--- src/hdl/isrp_pkg.sv ---
// Shared constants and types for the sensor-hub report parser.
// Used by the front end, the command queue, the back end, the top level and the testbench.
`default_nettype none
package isrp_pkg;

  localparam int unsigned MAX_PAYLOAD = 64;
  localparam int unsigned QDEPTH = 4;
  localparam int unsigned QAW = $clog2(QDEPTH);

  localparam logic [7:0] ID_TS_A = 8'hFB;
  localparam logic [7:0] ID_TS_B = 8'hFA;
  localparam logic [7:0] ID_ROT = 8'h05;
  localparam logic [7:0] ID_ACC = 8'h01;
  localparam logic [7:0] ID_GYR = 8'h02;
  localparam logic [7:0] CHAN_A = 8'd3;
  localparam logic [7:0] CHAN_B = 8'd4;

  localparam logic [3:0] ROT_BYTES = 4'd14;
  localparam logic [3:0] MOT_BYTES = 4'd10;
  localparam logic [3:0] TS_LEFT = 4'd4;
  localparam logic [14:0] LEN_MIN = 15'd4;
  localparam logic [14:0] LEN_MAX = 15'd512;
  localparam logic [9:0] HDR_BYTES = 10'd4;

  localparam logic [1:0] KIND_SKIP = 2'd0;
  localparam logic [1:0] KIND_ROT = 2'd1;
  localparam logic [1:0] KIND_ACC = 2'd2;
  localparam logic [1:0] KIND_GYR = 2'd3;

  localparam logic [1:0] FIN_ROT = 2'd0;
  localparam logic [1:0] FIN_ACC = 2'd1;
  localparam logic [1:0] FIN_GYR = 2'd2;
  localparam logic [1:0] FIN_REJ = 2'd3;

  localparam logic [1:0] UPD_ORIENT = 2'd0;
  localparam logic [1:0] UPD_MOTION = 2'd1;
  localparam logic [1:0] UPD_REJECT = 2'd2;

  typedef struct packed {
    logic       wr;
    logic [2:0] slot;
    logic [7:0] data;
    logic       fin;
    logic [1:0] fin_kind;
  } cmd_t;

endpackage
`default_nettype wire

--- src/hdl/isrp_in_if.sv ---
// Byte channel into the parser: valid/ready handshake with one packet byte per beat.
// Standalone interface, no package dependency.
`default_nettype none
interface isrp_in_if;
  logic       valid;
  logic       ready;
  logic [7:0] data_byte;
  logic       first_byte;

  modport source (output valid, output data_byte, output first_byte, input ready);
  modport sink (input valid, input data_byte, input first_byte, output ready);
endinterface
`default_nettype wire

--- src/hdl/isrp_out_if.sv ---
// Result channel out of the parser: valid/ready handshake with one snapshot per beat.
// Standalone interface, no package dependency.
`default_nettype none
interface isrp_out_if;
  logic               valid;
  logic               ready;
  logic [1:0]         update_kind;
  logic signed [15:0] quat_i;
  logic signed [15:0] quat_j;
  logic signed [15:0] quat_k;
  logic signed [15:0] quat_real;
  logic signed [15:0] accel_x;
  logic signed [15:0] accel_y;
  logic signed [15:0] accel_z;
  logic signed [15:0] gyro_x;
  logic signed [15:0] gyro_y;
  logic signed [15:0] gyro_z;
  logic [1:0]         motion_valid;

  modport source (output valid, output update_kind, output quat_i, output quat_j,
                  output quat_k, output quat_real, output accel_x, output accel_y,
                  output accel_z, output gyro_x, output gyro_y, output gyro_z,
                  output motion_valid, input ready);
  modport sink (input valid, input update_kind, input quat_i, input quat_j,
                input quat_k, input quat_real, input accel_x, input accel_y,
                input accel_z, input gyro_x, input gyro_y, input gyro_z,
                input motion_valid, output ready);
endinterface
`default_nettype wire

--- src/hdl/isrp_front.sv ---
// Front end: header decode, packet framing and report classification per byte.
// Emits assembly and commit commands of type isrp_pkg::cmd_t; depends on isrp_pkg.
`default_nettype none
module isrp_front (
  input  wire logic         clk,
  input  wire logic         rst,
  input  wire logic         accept,
  input  wire logic [7:0]   data_byte,
  input  wire logic         first_byte,
  output logic              push,
  output isrp_pkg::cmd_t    cmd
);
  import isrp_pkg::*;

  logic [9:0] byte_index, byte_index_next;
  logic [9:0] packet_length, packet_length_next;
  logic       packet_live, packet_live_next;
  logic       channel_ok, channel_ok_next;
  logic [1:0] report_kind, report_kind_next;
  logic [3:0] report_left, report_left_next;

  logic [9:0]  e_idx, e_len;
  logic        e_live, e_chok;
  logic [1:0]  e_kind;
  logic [3:0]  e_left;
  logic [14:0] total;
  logic [9:0]  remain;
  logic [3:0]  rep_bytes, pos;
  logic [9:0]  idx_inc;

  always_comb begin
    e_live = first_byte | packet_live;
    e_idx = first_byte ? 10'd0 : byte_index;
    e_len = first_byte ? 10'd0 : packet_length;
    e_chok = first_byte ? 1'b0 : channel_ok;
    e_kind = first_byte ? KIND_SKIP : report_kind;
    e_left = first_byte ? 4'd0 : report_left;

    byte_index_next = e_idx;
    packet_length_next = e_len;
    packet_live_next = e_live;
    channel_ok_next = e_chok;
    report_kind_next = e_kind;
    report_left_next = e_left;

    total = {data_byte[6:0], e_len[7:0]};
    remain = e_len - e_idx;
    rep_bytes = (e_kind == KIND_ROT) ? ROT_BYTES : MOT_BYTES;
    pos = rep_bytes - e_left;
    idx_inc = e_idx + 10'd1;

    push = 1'b0;
    cmd = '0;
    cmd.data = data_byte;

    if (e_live) begin
      byte_index_next = idx_inc;
      if (e_idx < HDR_BYTES) begin
        unique case (e_idx[1:0])
          2'd0: packet_length_next = {2'b00, data_byte};
          2'd1: packet_length_next = (total < LEN_MIN || total > LEN_MAX) ? 10'd0
                                                                       : total[9:0];
          2'd2: channel_ok_next = (data_byte == CHAN_A) || (data_byte == CHAN_B);
          2'd3: begin
            if (e_len <= HDR_BYTES || (e_len - HDR_BYTES) > 10'(MAX_PAYLOAD)) begin
              packet_live_next = 1'b0;
              push = 1'b1;
              cmd.fin = 1'b1;
              cmd.fin_kind = FIN_REJ;
            end
          end
          default: ;
        endcase
      end else begin
        if (e_chok) begin
          if (e_left != 4'd0) begin
            if (e_kind != KIND_SKIP && pos >= 4'd4 && pos <= 4'd11) begin
              cmd.wr = 1'b1;
              cmd.slot = 3'(pos - 4'd4);
            end
            report_left_next = e_left - 4'd1;
            if (e_left == 4'd1 && e_kind != KIND_SKIP) begin
              cmd.fin = 1'b1;
              unique case (e_kind)
                KIND_ROT: cmd.fin_kind = FIN_ROT;
                KIND_ACC: cmd.fin_kind = FIN_ACC;
                default:  cmd.fin_kind = FIN_GYR;
              endcase
              report_kind_next = KIND_SKIP;
            end
            push = cmd.wr | cmd.fin;
          end else begin
            if (data_byte == ID_TS_A || data_byte == ID_TS_B) begin
              report_kind_next = KIND_SKIP;
              report_left_next = TS_LEFT;
            end else if (data_byte == ID_ROT && remain >= 10'(ROT_BYTES)) begin
              report_kind_next = KIND_ROT;
              report_left_next = ROT_BYTES - 4'd1;
            end else if (data_byte == ID_ACC && remain >= 10'(MOT_BYTES)) begin
              report_kind_next = KIND_ACC;
              report_left_next = MOT_BYTES - 4'd1;
            end else if (data_byte == ID_GYR && remain >= 10'(MOT_BYTES)) begin
              report_kind_next = KIND_GYR;
              report_left_next = MOT_BYTES - 4'd1;
            end
          end
        end
        if (idx_inc >= e_len) begin
          packet_live_next = 1'b0;
        end
      end
    end
  end

  always_ff @(posedge clk) begin
    if (rst) begin
      byte_index <= '0;
      packet_length <= '0;
      packet_live <= 1'b0;
      channel_ok <= 1'b0;
      report_kind <= KIND_SKIP;
      report_left <= '0;
    end else if (accept) begin
      byte_index <= byte_index_next;
      packet_length <= packet_length_next;
      packet_live <= packet_live_next;
      channel_ok <= channel_ok_next;
      report_kind <= report_kind_next;
      report_left <= report_left_next;
    end
  end

endmodule
`default_nettype wire

--- src/hdl/isrp_queue.sv ---
// Short command queue between the front end and the back end.
// Holds isrp_pkg::cmd_t entries, QDEPTH deep; depends on isrp_pkg.
`default_nettype none
module isrp_queue (
  input  wire logic            clk,
  input  wire logic            rst,
  input  wire logic            push,
  input  wire isrp_pkg::cmd_t  push_cmd,
  output logic                 full,
  input  wire logic            pop,
  output logic                 head_valid,
  output isrp_pkg::cmd_t       head_cmd
);
  import isrp_pkg::*;

  cmd_t         slots [QDEPTH];
  logic [QAW-1:0] wr_ptr;
  logic [QAW-1:0] rd_ptr;
  logic [QAW:0]   count;

  assign full = (count == (QAW+1)'(QDEPTH));
  assign head_valid = (count != '0);
  assign head_cmd = slots[rd_ptr];

  always_ff @(posedge clk) begin
    if (push) begin
      slots[wr_ptr] <= push_cmd;
    end
  end

  always_ff @(posedge clk) begin
    if (rst) begin
      wr_ptr <= '0;
      rd_ptr <= '0;
      count <= '0;
    end else begin
      if (push) begin
        wr_ptr <= wr_ptr + 1'b1;
      end
      if (pop) begin
        rd_ptr <= rd_ptr + 1'b1;
      end
      count <= count + (QAW+1)'(push) - (QAW+1)'(pop);
    end
  end

endmodule
`default_nettype wire

--- src/hdl/isrp_back.sv ---
// Back end: report byte assembly, stored sensor values and the result register.
// Consumes isrp_pkg::cmd_t from the queue; depends on isrp_pkg.
`default_nettype none
module isrp_back (
  input  wire logic            clk,
  input  wire logic            rst,
  input  wire logic            head_valid,
  input  wire isrp_pkg::cmd_t  head_cmd,
  output logic                 pop,
  isrp_out_if.source           out_ch
);
  import isrp_pkg::*;

  logic [7:0]         asm_bytes [8];
  logic [7:0]         asm_next [8];
  logic signed [15:0] quat [4];
  logic signed [15:0] accel [3];
  logic signed [15:0] gyro [3];
  logic [1:0]         valid_marks;
  logic               out_valid;
  logic [1:0]         out_kind;

  assign pop = head_valid && (!head_cmd.fin || !out_valid || out_ch.ready);

  always_comb begin
    for (int i = 0; i < 8; i++) begin
      asm_next[i] = asm_bytes[i];
    end
    if (head_cmd.wr) begin
      asm_next[head_cmd.slot] = head_cmd.data;
    end
  end

  always_ff @(posedge clk) begin
    if (pop && head_cmd.wr) begin
      asm_bytes[head_cmd.slot] <= head_cmd.data;
    end
  end

  always_ff @(posedge clk) begin
    if (rst) begin
      for (int i = 0; i < 4; i++) begin
        quat[i] <= '0;
      end
      for (int i = 0; i < 3; i++) begin
        accel[i] <= '0;
        gyro[i] <= '0;
      end
      valid_marks <= '0;
      out_valid <= 1'b0;
      out_kind <= UPD_ORIENT;
    end else begin
      if (out_valid && out_ch.ready) begin
        out_valid <= 1'b0;
      end
      if (pop && head_cmd.fin) begin
        out_valid <= 1'b1;
        unique case (head_cmd.fin_kind)
          FIN_ROT: begin
            for (int i = 0; i < 4; i++) begin
              quat[i] <= {asm_next[2*i+1], asm_next[2*i]};
            end
            out_kind <= UPD_ORIENT;
          end
          FIN_ACC: begin
            for (int i = 0; i < 3; i++) begin
              accel[i] <= {asm_next[2*i+1], asm_next[2*i]};
            end
            valid_marks[0] <= 1'b1;
            out_kind <= UPD_MOTION;
          end
          FIN_GYR: begin
            for (int i = 0; i < 3; i++) begin
              gyro[i] <= {asm_next[2*i+1], asm_next[2*i]};
            end
            valid_marks[1] <= 1'b1;
            out_kind <= UPD_MOTION;
          end
          default: out_kind <= UPD_REJECT;
        endcase
      end
    end
  end

  assign out_ch.valid = out_valid;
  assign out_ch.update_kind = out_kind;
  assign out_ch.quat_i = quat[0];
  assign out_ch.quat_j = quat[1];
  assign out_ch.quat_k = quat[2];
  assign out_ch.quat_real = quat[3];
  assign out_ch.accel_x = accel[0];
  assign out_ch.accel_y = accel[1];
  assign out_ch.accel_z = accel[2];
  assign out_ch.gyro_x = gyro[0];
  assign out_ch.gyro_y = gyro[1];
  assign out_ch.gyro_z = gyro[2];
  assign out_ch.motion_valid = valid_marks;

endmodule
`default_nettype wire

--- src/hdl/imu_sensor_report_parser_unit.sv ---
// Sensor-hub report parser: bytes of a packet go in on in_ch, one per beat, with
// first_byte set on the first header byte. Each completed rotation, acceleration or
// angular-rate report, and each packet rejected at its fourth header byte, gives one
// beat on out_ch carrying update_kind and a snapshot of every stored value.
// Throughput is one byte per cycle while the command queue has room. A result is offered
// on out_ch once the back end pops the command of the byte completing it: the front end
// decodes that byte in the same cycle and writes its command into the queue at the
// accepting edge, and the back end loads its result register as it pops that command.
// A four-entry command queue sits between front and back end; in_ch.ready falls only
// when it is full, which happens only when out_ch is held off while results keep
// arriving. Bytes that produce no command still need a free queue slot to be taken.
// The result register holds its beat until out_ch.ready.
// Reset (rst, synchronous) closes any open packet, empties the queue and clears the
// stored quaternion, motion values and their valid marks to zero.
// Files: isrp_pkg, isrp_in_if, isrp_out_if, isrp_front, isrp_queue, isrp_back.
`default_nettype none
module imu_sensor_report_parser_unit (
  input  wire logic   clk,
  input  wire logic   rst,
  isrp_in_if.sink     in_ch,
  isrp_out_if.source  out_ch
);
  import isrp_pkg::*;

  logic accept;
  logic push;
  cmd_t push_cmd;
  logic q_full;
  logic pop;
  logic head_valid;
  cmd_t head_cmd;

  assign in_ch.ready = !q_full;
  assign accept = in_ch.valid && !q_full;

  isrp_front u_front (
    .clk        (clk),
    .rst        (rst),
    .accept     (accept),
    .data_byte  (in_ch.data_byte),
    .first_byte (in_ch.first_byte),
    .push       (push),
    .cmd        (push_cmd)
  );

  isrp_queue u_queue (
    .clk        (clk),
    .rst        (rst),
    .push       (push && accept),
    .push_cmd   (push_cmd),
    .full       (q_full),
    .pop        (pop),
    .head_valid (head_valid),
    .head_cmd   (head_cmd)
  );

  isrp_back u_back (
    .clk        (clk),
    .rst        (rst),
    .head_valid (head_valid),
    .head_cmd   (head_cmd),
    .pop        (pop),
    .out_ch     (out_ch)
  );

endmodule
`default_nettype wire

--- src/flat_wrapper.sv ---
// flat-port wrapper written by rule: the top's interface ports become plain ports
module imu_sensor_report_parser_unit_flat import isrp_pkg::*;
  (clk, rst, in_ch_valid, in_ch_data_byte, in_ch_first_byte, in_ch_ready, out_ch_valid, out_ch_update_kind, out_ch_quat_i, out_ch_quat_j, out_ch_quat_k, out_ch_quat_real, out_ch_accel_x, out_ch_accel_y, out_ch_accel_z, out_ch_gyro_x, out_ch_gyro_y, out_ch_gyro_z, out_ch_motion_valid, out_ch_ready);
  isrp_in_if in_ch_i ();
  isrp_out_if out_ch_i ();
  input  wire logic clk;
  input  wire logic rst;
  input wire logic [$bits(in_ch_i.valid)-1:0] in_ch_valid;
  input wire logic [$bits(in_ch_i.data_byte)-1:0] in_ch_data_byte;
  input wire logic [$bits(in_ch_i.first_byte)-1:0] in_ch_first_byte;
  output wire logic [$bits(in_ch_i.ready)-1:0] in_ch_ready;
  output wire logic [$bits(out_ch_i.valid)-1:0] out_ch_valid;
  output wire logic [$bits(out_ch_i.update_kind)-1:0] out_ch_update_kind;
  output wire logic [$bits(out_ch_i.quat_i)-1:0] out_ch_quat_i;
  output wire logic [$bits(out_ch_i.quat_j)-1:0] out_ch_quat_j;
  output wire logic [$bits(out_ch_i.quat_k)-1:0] out_ch_quat_k;
  output wire logic [$bits(out_ch_i.quat_real)-1:0] out_ch_quat_real;
  output wire logic [$bits(out_ch_i.accel_x)-1:0] out_ch_accel_x;
  output wire logic [$bits(out_ch_i.accel_y)-1:0] out_ch_accel_y;
  output wire logic [$bits(out_ch_i.accel_z)-1:0] out_ch_accel_z;
  output wire logic [$bits(out_ch_i.gyro_x)-1:0] out_ch_gyro_x;
  output wire logic [$bits(out_ch_i.gyro_y)-1:0] out_ch_gyro_y;
  output wire logic [$bits(out_ch_i.gyro_z)-1:0] out_ch_gyro_z;
  output wire logic [$bits(out_ch_i.motion_valid)-1:0] out_ch_motion_valid;
  input wire logic [$bits(out_ch_i.ready)-1:0] out_ch_ready;
  assign in_ch_i.valid = in_ch_valid;
  assign in_ch_i.data_byte = in_ch_data_byte;
  assign in_ch_i.first_byte = in_ch_first_byte;
  assign in_ch_ready = in_ch_i.ready;
  assign out_ch_valid = out_ch_i.valid;
  assign out_ch_update_kind = out_ch_i.update_kind;
  assign out_ch_quat_i = out_ch_i.quat_i;
  assign out_ch_quat_j = out_ch_i.quat_j;
  assign out_ch_quat_k = out_ch_i.quat_k;
  assign out_ch_quat_real = out_ch_i.quat_real;
  assign out_ch_accel_x = out_ch_i.accel_x;
  assign out_ch_accel_y = out_ch_i.accel_y;
  assign out_ch_accel_z = out_ch_i.accel_z;
  assign out_ch_gyro_x = out_ch_i.gyro_x;
  assign out_ch_gyro_y = out_ch_i.gyro_y;
  assign out_ch_gyro_z = out_ch_i.gyro_z;
  assign out_ch_motion_valid = out_ch_i.motion_valid;
  assign out_ch_i.ready = out_ch_ready;
  imu_sensor_report_parser_unit u_core (.clk(clk), .rst(rst), .in_ch(in_ch_i), .out_ch(out_ch_i));
endmodule
--- config.mk ---
export PLATFORM = sky130hd
export DESIGN_NAME = imu_sensor_report_parser_unit_flat
export DESIGN_NICKNAME = d
export VERILOG_FILES = /design/src/hdl/isrp_pkg.sv /design/src/hdl/isrp_in_if.sv /design/src/hdl/isrp_out_if.sv /design/src/hdl/isrp_front.sv /design/src/hdl/isrp_queue.sv /design/src/hdl/isrp_back.sv /design/src/hdl/imu_sensor_report_parser_unit.sv /design/src/flat_wrapper.sv
export SDC_FILE = /design/constraint.sdc
export NUM_CORES = 1
export LEC_CHECK = 0
export ABC_AREA = 1
export BUFFER_PORTS_ARGS = -buffer_cell sky130_fd_sc_hd__buf_2
export CORE_UTILIZATION = 60
export CTS_BUF_LIST = sky130_fd_sc_hd__clkbuf_4 sky130_fd_sc_hd__clkbuf_8
export DETAILED_ROUTE_END_ITERATION = 12
export PLACE_DENSITY = 0.9
export SYNTH_ARGS = -nofsm -noshare
export SYNTH_HDL_FRONTEND = slang
export SYNTH_SLANG_ARGS = --single-unit
--- constraint.sdc ---
create_clock -name clk -period 5.6 [get_ports clk]
set_input_delay 0.56 -clock clk [delete_from_list [all_inputs] [get_ports clk]]
set_output_delay 0.56 -clock clk [all_outputs]
set_load 0.01 [all_outputs]
==> results.ini, run 1 <==
[floorplan]
num_rows=55
die-area_um2=24100
die_h_um=155
initial_core_util_pct=61.6
fp.dieW_um=155
core-area_um2=22800
ios=179

[place]
dp_cells=1720
io_buffers=178
hpwlAfterDp_um=23200
gp_congestion=0.967

[route]
drt_first_pass_iters=8
drt-total-wl_um=36100
drc_errors=0
antenna_left=0
initialDrtViolationCount=1091
vias=10500
via_per_inst=5.81
routedWlPerCell_um=20.0

[power]
power_density_nw_per_um2=495
swShare_pct=36.8
p_leak_nw=7.03
p_int_mw=5.10
p_sw_mw=2.97
p_comb_share_pct=32.4
pwr-share-seq_pct=43.7
finalPower_mw=8.07
clockPowerShare_pct=23.9
max-vdd-ir-drop_v=0.000269

[sta]
fin_crit_ps=4000
maxSlewHeadroom_pct=16.8
tns_ps=0
period_share_pct=71.4
finalHoldViolations=0
fmax_mhz=250
slew_violations=0
fin_skew_ps=32.1
setup_viol=0
worst_pin_slew_ps=1240
rsz0062_at_grt=false

[global_routing]
grt_pass1_wl_um=55300
grt_antenna_before_repair=1
grt_max_degree=50
grt-ovfl-total=0
grt.total_usage_pct=30.1
grt_pass1_vias=10100

[synth]
synth_edf_count=284
ys_async_sr_fraction_pct=0
synthFlopType=edfxtp_1
synth_area_um2=14100
synthCells=1250
synth_top_area_share_pct=60.6
ys_warn_count=0
netlist-cell-type-count=46
synthTopCellsByArea=edfxtp_1 61%, nor2_1 6.2%, dfxtp_1 6.0%
syn-num-nets=1296
synth_top_area_cell=edfxtp_1
ys_seq_elements=326
seq_area_frac_synth_pct=66.6
syn_area_per_cell_um2=11.3

[flow_run]
maxCapViolations=0

[status]
status=complete, no violations

[layout]
finalNetCount=1504
drive_gt1_share_pct=21.7
most-common-layout-cells=284 x edfxtp_1, 233 x nor2_1, 181 x nand2_1
final_common_cell=edfxtp_1
syn2layout_area_growth_pct=15.9
stdcell_count=1811

[critical_path]
critPathMaxFanout=49
ff2ff_setup_slack_ps=1600
arrival_ps=4360
critPathLaunchType=register
crit_required_ps=5970
criticalPathCategory=register to register
r2r_cells=11
reg2reg_to=u_core.u_back.accel[0][10]
critPathCaptureType=register

[hold_path]
hold_start=out_ch_ready
whs_path_depth=4
hold-path-endpoint=u_core.u_back.out_ch.valid
min_path_type=input pin to register

[cts]
cts_tree=yes
cts-hold-fix-buffers=0
htreeDepth=2
post_cts_buffers=0
cts_buffers=49
clock_path_buffers=3
cts.sinks=326
post_cts_resized=0
cts_root_buffer=clkbuf_8
worstSkewPairLatency_ps=580
clk_pin_slew_ps=70

==> kinds of logic after synthesis <==
logic type,synth area share [%]
buffers and inverters,4.37
AND/OR/NAND/NOR,14.8
multiplexers,3.42
adder cells (fa/ha/maj),2.99
flip-flops,66.6
AO/OA/AOI/OAI,7.24
XOR/XNOR,0.614
==> per-layer routing <==
metal | up-vias | share of wire [%] | track usage (%)
li1 | 4728 | - | -
met1 | 4962 | 37 | 36.7
met2 | 736 | 51 | 53.6
met3 | 102 | 9.6 | 5.04
met4 | 0 | 2.9 | 11.4
met5 | - | 0 | 0
==> registers in the layout, indices dropped and copies added (netlist names), 3 cells and up, named ones only <==
register / count
u_core.u_back.asm_bytes: 64
u_core.u_front.byte_index: 10
u_core.u_front.packet_length: 10
u_core.u_queue.slots: 60
u_core.u_queue.count: 3
u_core.u_back.quat: 64
u_core.u_back.accel: 48
u_core.u_back.gyro: 48
u_core.u_front.report_left: 4
==> cell type report <==
type,instances,area (um^2)
diodes,1,2.50
clock buffers,78,898
clock inverters,12,70.1
fillers,1474,6540
inverters,120,453
multi-input cells,768,4110
flip-flops and latches,326,9370
well taps,313,392
repair buffers,193,1020
==> critical path, stage by stage (launching register included) <==
cell and delay [ps]:
dfxtp_1 310, buf_4 310, inv_1 470, o21ai_0 340, o22ai_1 140, nand3_1 100, nand2_2 170, inv_2 160
nand2_1 150, inv_2 200, nand3_2 860, nor2_1 530
==> power groups by stage <==
stage	clock, mW	sequential (mW)	combinational [mW]
after floorplan	0	3.67	1.42
after global placement	0	3.53	2.40
after detailed placement	0	3.55	2.53
after CTS	1.93	3.52	2.58
after global routing	2.04	3.55	2.82
final	1.93	3.52	2.61
==> synth_stat cells (19+ instances only) <==
master,number
inv_1,110
nand2_1,184
ha_1,32
dfxtp_1,42
o21ai_0,65
clkbuf_1,19
edfxtp_1,284
a21oi_1,65
nand3_1,32
mux2i_1,48
nor2_1,233
==> worst max path at each step <==
stage                                 from                          to  slack [ps]  depth (start not counted)
final                             register  u_core.u_back.accel[0][10]        1600                         11
after global placement    in_ch_first_byte  u_core.u_queue.slots[0][5]        1350                         14
after detailed placement  in_ch_first_byte  u_core.u_queue.slots[0][8]        1090                         14
after CTS                         register  u_core.u_back.accel[0][10]        1690                         11
after floorplan           in_ch_first_byte  u_core.u_queue.slots[0][0]        2020                         14
after global routing      in_ch_first_byte  u_core.u_queue.slots[0][5]        1310                         14
==> through the flow <==
stage / setup WS (ps) / instance area [um^2] / hold WS, ps / utilization, %
floorplan: 2020 / 14100 / 436 / -
global placement: 1350 / 15300 / 436 / 67.1
detailed placement: 1090 / 15300 / 445 / 67.1
CTS: 1690 / 16300 / 255 / 71.4
global route: 1310 / 16300 / 280 / 71.4
finish: 1600 / 16300 / 271 / 71.4
(Power assumes the default switching activity.)
==> inputs of run 2 (changes only) <==
clock period = 3.8 ns   (was 5.6 ns; I/O delays follow)
==> run 2 against run 1 <==
Clock skew rose by 11 ps; sequential share of layout area fell by 0.68 points; clock power rose by 53%; register-to-register slack got worse by 1100 ps; non-clock buffer count rose by 16; critical path type unchanged; critical endpoint is now u_core.u_back.quat[3][2].
==> results.ini, run 2 (synthesis results as in run 1) <==
[critical_path]
crit_required_ps=4170  ; was 5970 ps
ff2ff_setup_slack_ps=530  ; was 1600 ps
reg2reg_to=u_core.u_back.quat[3][2]  ; was u_core.u_back.accel[0][10]
critPathLaunchType=register  ; unchanged
arrival_ps=3650  ; was 4360 ps
cp-endpoint=u_core.u_back.quat[3][2]  ; was u_core.u_back.accel[0][10]
r2r_cells=11  ; unchanged
critPathMaxFanout=39  ; was 49
criticalPathCategory=register to register  ; unchanged
critPathCaptureType=register  ; unchanged

[cts]
htreeDepth=2  ; unchanged
clock_path_buffers=3  ; unchanged
cts-hold-fix-buffers=0  ; unchanged
cts_buffers=50  ; was 49
post_cts_buffers=0  ; unchanged
clk_pin_slew_ps=70  ; about the same
worstSkewPairLatency_ps=590  ; was 580 ps
cts.sinks=326  ; unchanged
cts_tree=yes  ; unchanged
post_cts_resized=0  ; unchanged
cts_root_buffer=clkbuf_8  ; unchanged

[floorplan]
fp.dieW_um=155  ; unchanged
die-area_um2=24100  ; unchanged
ios=179  ; unchanged
core-area_um2=22800  ; unchanged
num_rows=55  ; unchanged
die_h_um=155  ; unchanged
initial_core_util_pct=61.6  ; unchanged

[place]
io_buffers=178  ; unchanged
hpwlAfterDp_um=22800  ; was 23200 um
place_area_um2=15500  ; was 15300 um^2
gp_congestion=0.967  ; about the same

[route]
via_per_inst=5.78  ; was 5.81
drc_errors=0  ; unchanged
initialDrtViolationCount=980  ; was 1091
drt-total-wl_um=35600  ; was 36100 um
routedWlPerCell_um=19.5  ; was 20.0 um
vias=10600  ; was 10500
drt_first_pass_iters=5  ; was 8
antenna_left=0  ; unchanged

[sta]
fin_crit_ps=3270  ; was 4000 ps
finalHoldViolations=0  ; unchanged
period_share_pct=86.1  ; was 71.4%
tns_ps=0  ; unchanged
fin_skew_ps=43.1  ; was 32.1 ps
worst_pin_slew_ps=831  ; was 1240 ps
fmax_mhz=306  ; was 250 MHz
maxSlewHeadroom_pct=44.4  ; was 16.8%
slew_violations=0  ; unchanged
whs_ps=103  ; was 271 ps
setup_viol=0  ; unchanged
rsz0062_at_grt=false  ; unchanged

[layout]
drive_gt1_share_pct=22.1  ; was 21.7%
antennaDiodeCount=0  ; was 1
most-common-layout-cells=284 x edfxtp_1, 233 x nor2_1, 181 x nand2_1  ; unchanged
finalNetCount=1521  ; was 1504
final_common_cell=edfxtp_1  ; unchanged
reg.largest.list=u_core.u_back.asm_bytes (64), u_core.u_back.quat (64), u_core.u_queue.slots (60)  ; unchanged
fill_cells=1449  ; was 1474
syn2layout_area_growth_pct=17.3  ; was 15.9%
fin_util_pct=72.2  ; was 71.4%
fin_area_um2=16500  ; was 16300 um^2

[hold_path]
min_path_type=input pin to register  ; unchanged

[power]
p_sw_mw=4.39  ; was 2.97 mW
swShare_pct=36.5  ; was 36.8%
power_density_nw_per_um2=728  ; was 495 nW/um^2
max-vdd-ir-drop_v=0.000386  ; was 0.000269 V
pwr-share-seq_pct=42.9  ; was 43.7%
p_leak_nw=7.12  ; was 7.03 nW
finalPower_mw=12.0  ; was 8.07 mW
p_int_mw=7.63  ; was 5.10 mW
p_comb_share_pct=32.5  ; was 32.4%
clockPowerShare_pct=24.6  ; was 23.9%

[status]
status=complete, no violations  ; unchanged

[flow_run]
maxCapViolations=0  ; unchanged

[global_routing]
grt.total_usage_pct=29.6  ; was 30.1%
grt_pass1_vias=10000  ; was 10100
grt-ovfl-total=0  ; unchanged
grt_max_degree=65  ; was 50
grt_pass1_wl_um=54200  ; was 55300 um
grt_antenna_before_repair=0  ; was 1

## run 2: cell count changes in the layout (fill, tap and decap cells not counted), sizes merged
| cell | change |
|---|---|
| buf | +16 |
| clkinvlp | +1 |
| clkbuf | -13 |
| clkinv | +9 |
| bufinv | +3 |
| diode | -1 |
## run 2: area by class of cell
cell class | instances | area (um^2) | share of cell area [%]
clock buffer | 65 | 801 | 4.85
sequential | 326 | 9370 | 56.8
tap | 313 | 392 | 2.37
timing repair buffer | 209 | 1170 | 7.11
multi-input combinational | 768 | 4110 | 24.9
clock inverter | 25 | 209 | 1.27
inverter | 120 | 453 | 2.74
## run 2: power by group through the flow
stage          Clock [mW]  Combinational [mW]  Sequential [mW]
6_report             2.95                3.91             5.16
4_1_cts              2.98                3.84             5.16
3_5_place_dp            0                3.76             5.21
2_1_floorplan           0                2.09             5.41
5_1_grt              3.13                4.21             5.21
3_3_place_gp            0                3.61             5.18
## run 2: through the flow
step,std cells,setup WS (ps)
final,1826,527
after global routing,1826,398
after CTS,1826,637
after detailed placement,1736,523
after global placement,1736,623
after floorplan,1250,397
## run 2: worst min-delay path by stage
stage                                         start                                    to  slack (ps)  cells past startpoint
6_report                         in_ch_data_byte[3]            u_core.u_queue.slots[1][6]         100                      1
5_1_grt                                out_ch_ready            u_core.u_back.out_ch.valid          80                      4
4_1_cts                          in_ch_data_byte[3]            u_core.u_queue.slots[1][6]          60                      1
3_5_place_dp   u_core.u_back.out_ch.motion_valid[0]  u_core.u_back.out_ch.motion_valid[0]         440                      2
3_3_place_gp   u_core.u_back.out_ch.motion_valid[0]  u_core.u_back.out_ch.motion_valid[0]         440                      2
2_1_floorplan              u_core.u_queue.rd_ptr[1]                              register         440                      2
## run 2: worst max-delay path, stage by stage, from the launching register on
cell and delay (ps):
dfxtp_1 540, inv_2 250, o21ai_0 140, o22ai_1 120
nand3_1 110, nand2_2 180, inv_2 160, nand2_1 130
inv_2 180, nand3_2 520, buf_12 410, a21oi_1 280
## run 2: per-layer routing
layer | wire length [um] | up-vias | GRT usage [%]
met3 | 3530 | 115 | 5.15
li1 | - | 4770 | -
met4 | 1450 | 0 | 14.8
met1 | 13200 | 4942 | 37.0
met2 | 17400 | 726 | 49.9
met5 | 0 | - | 0
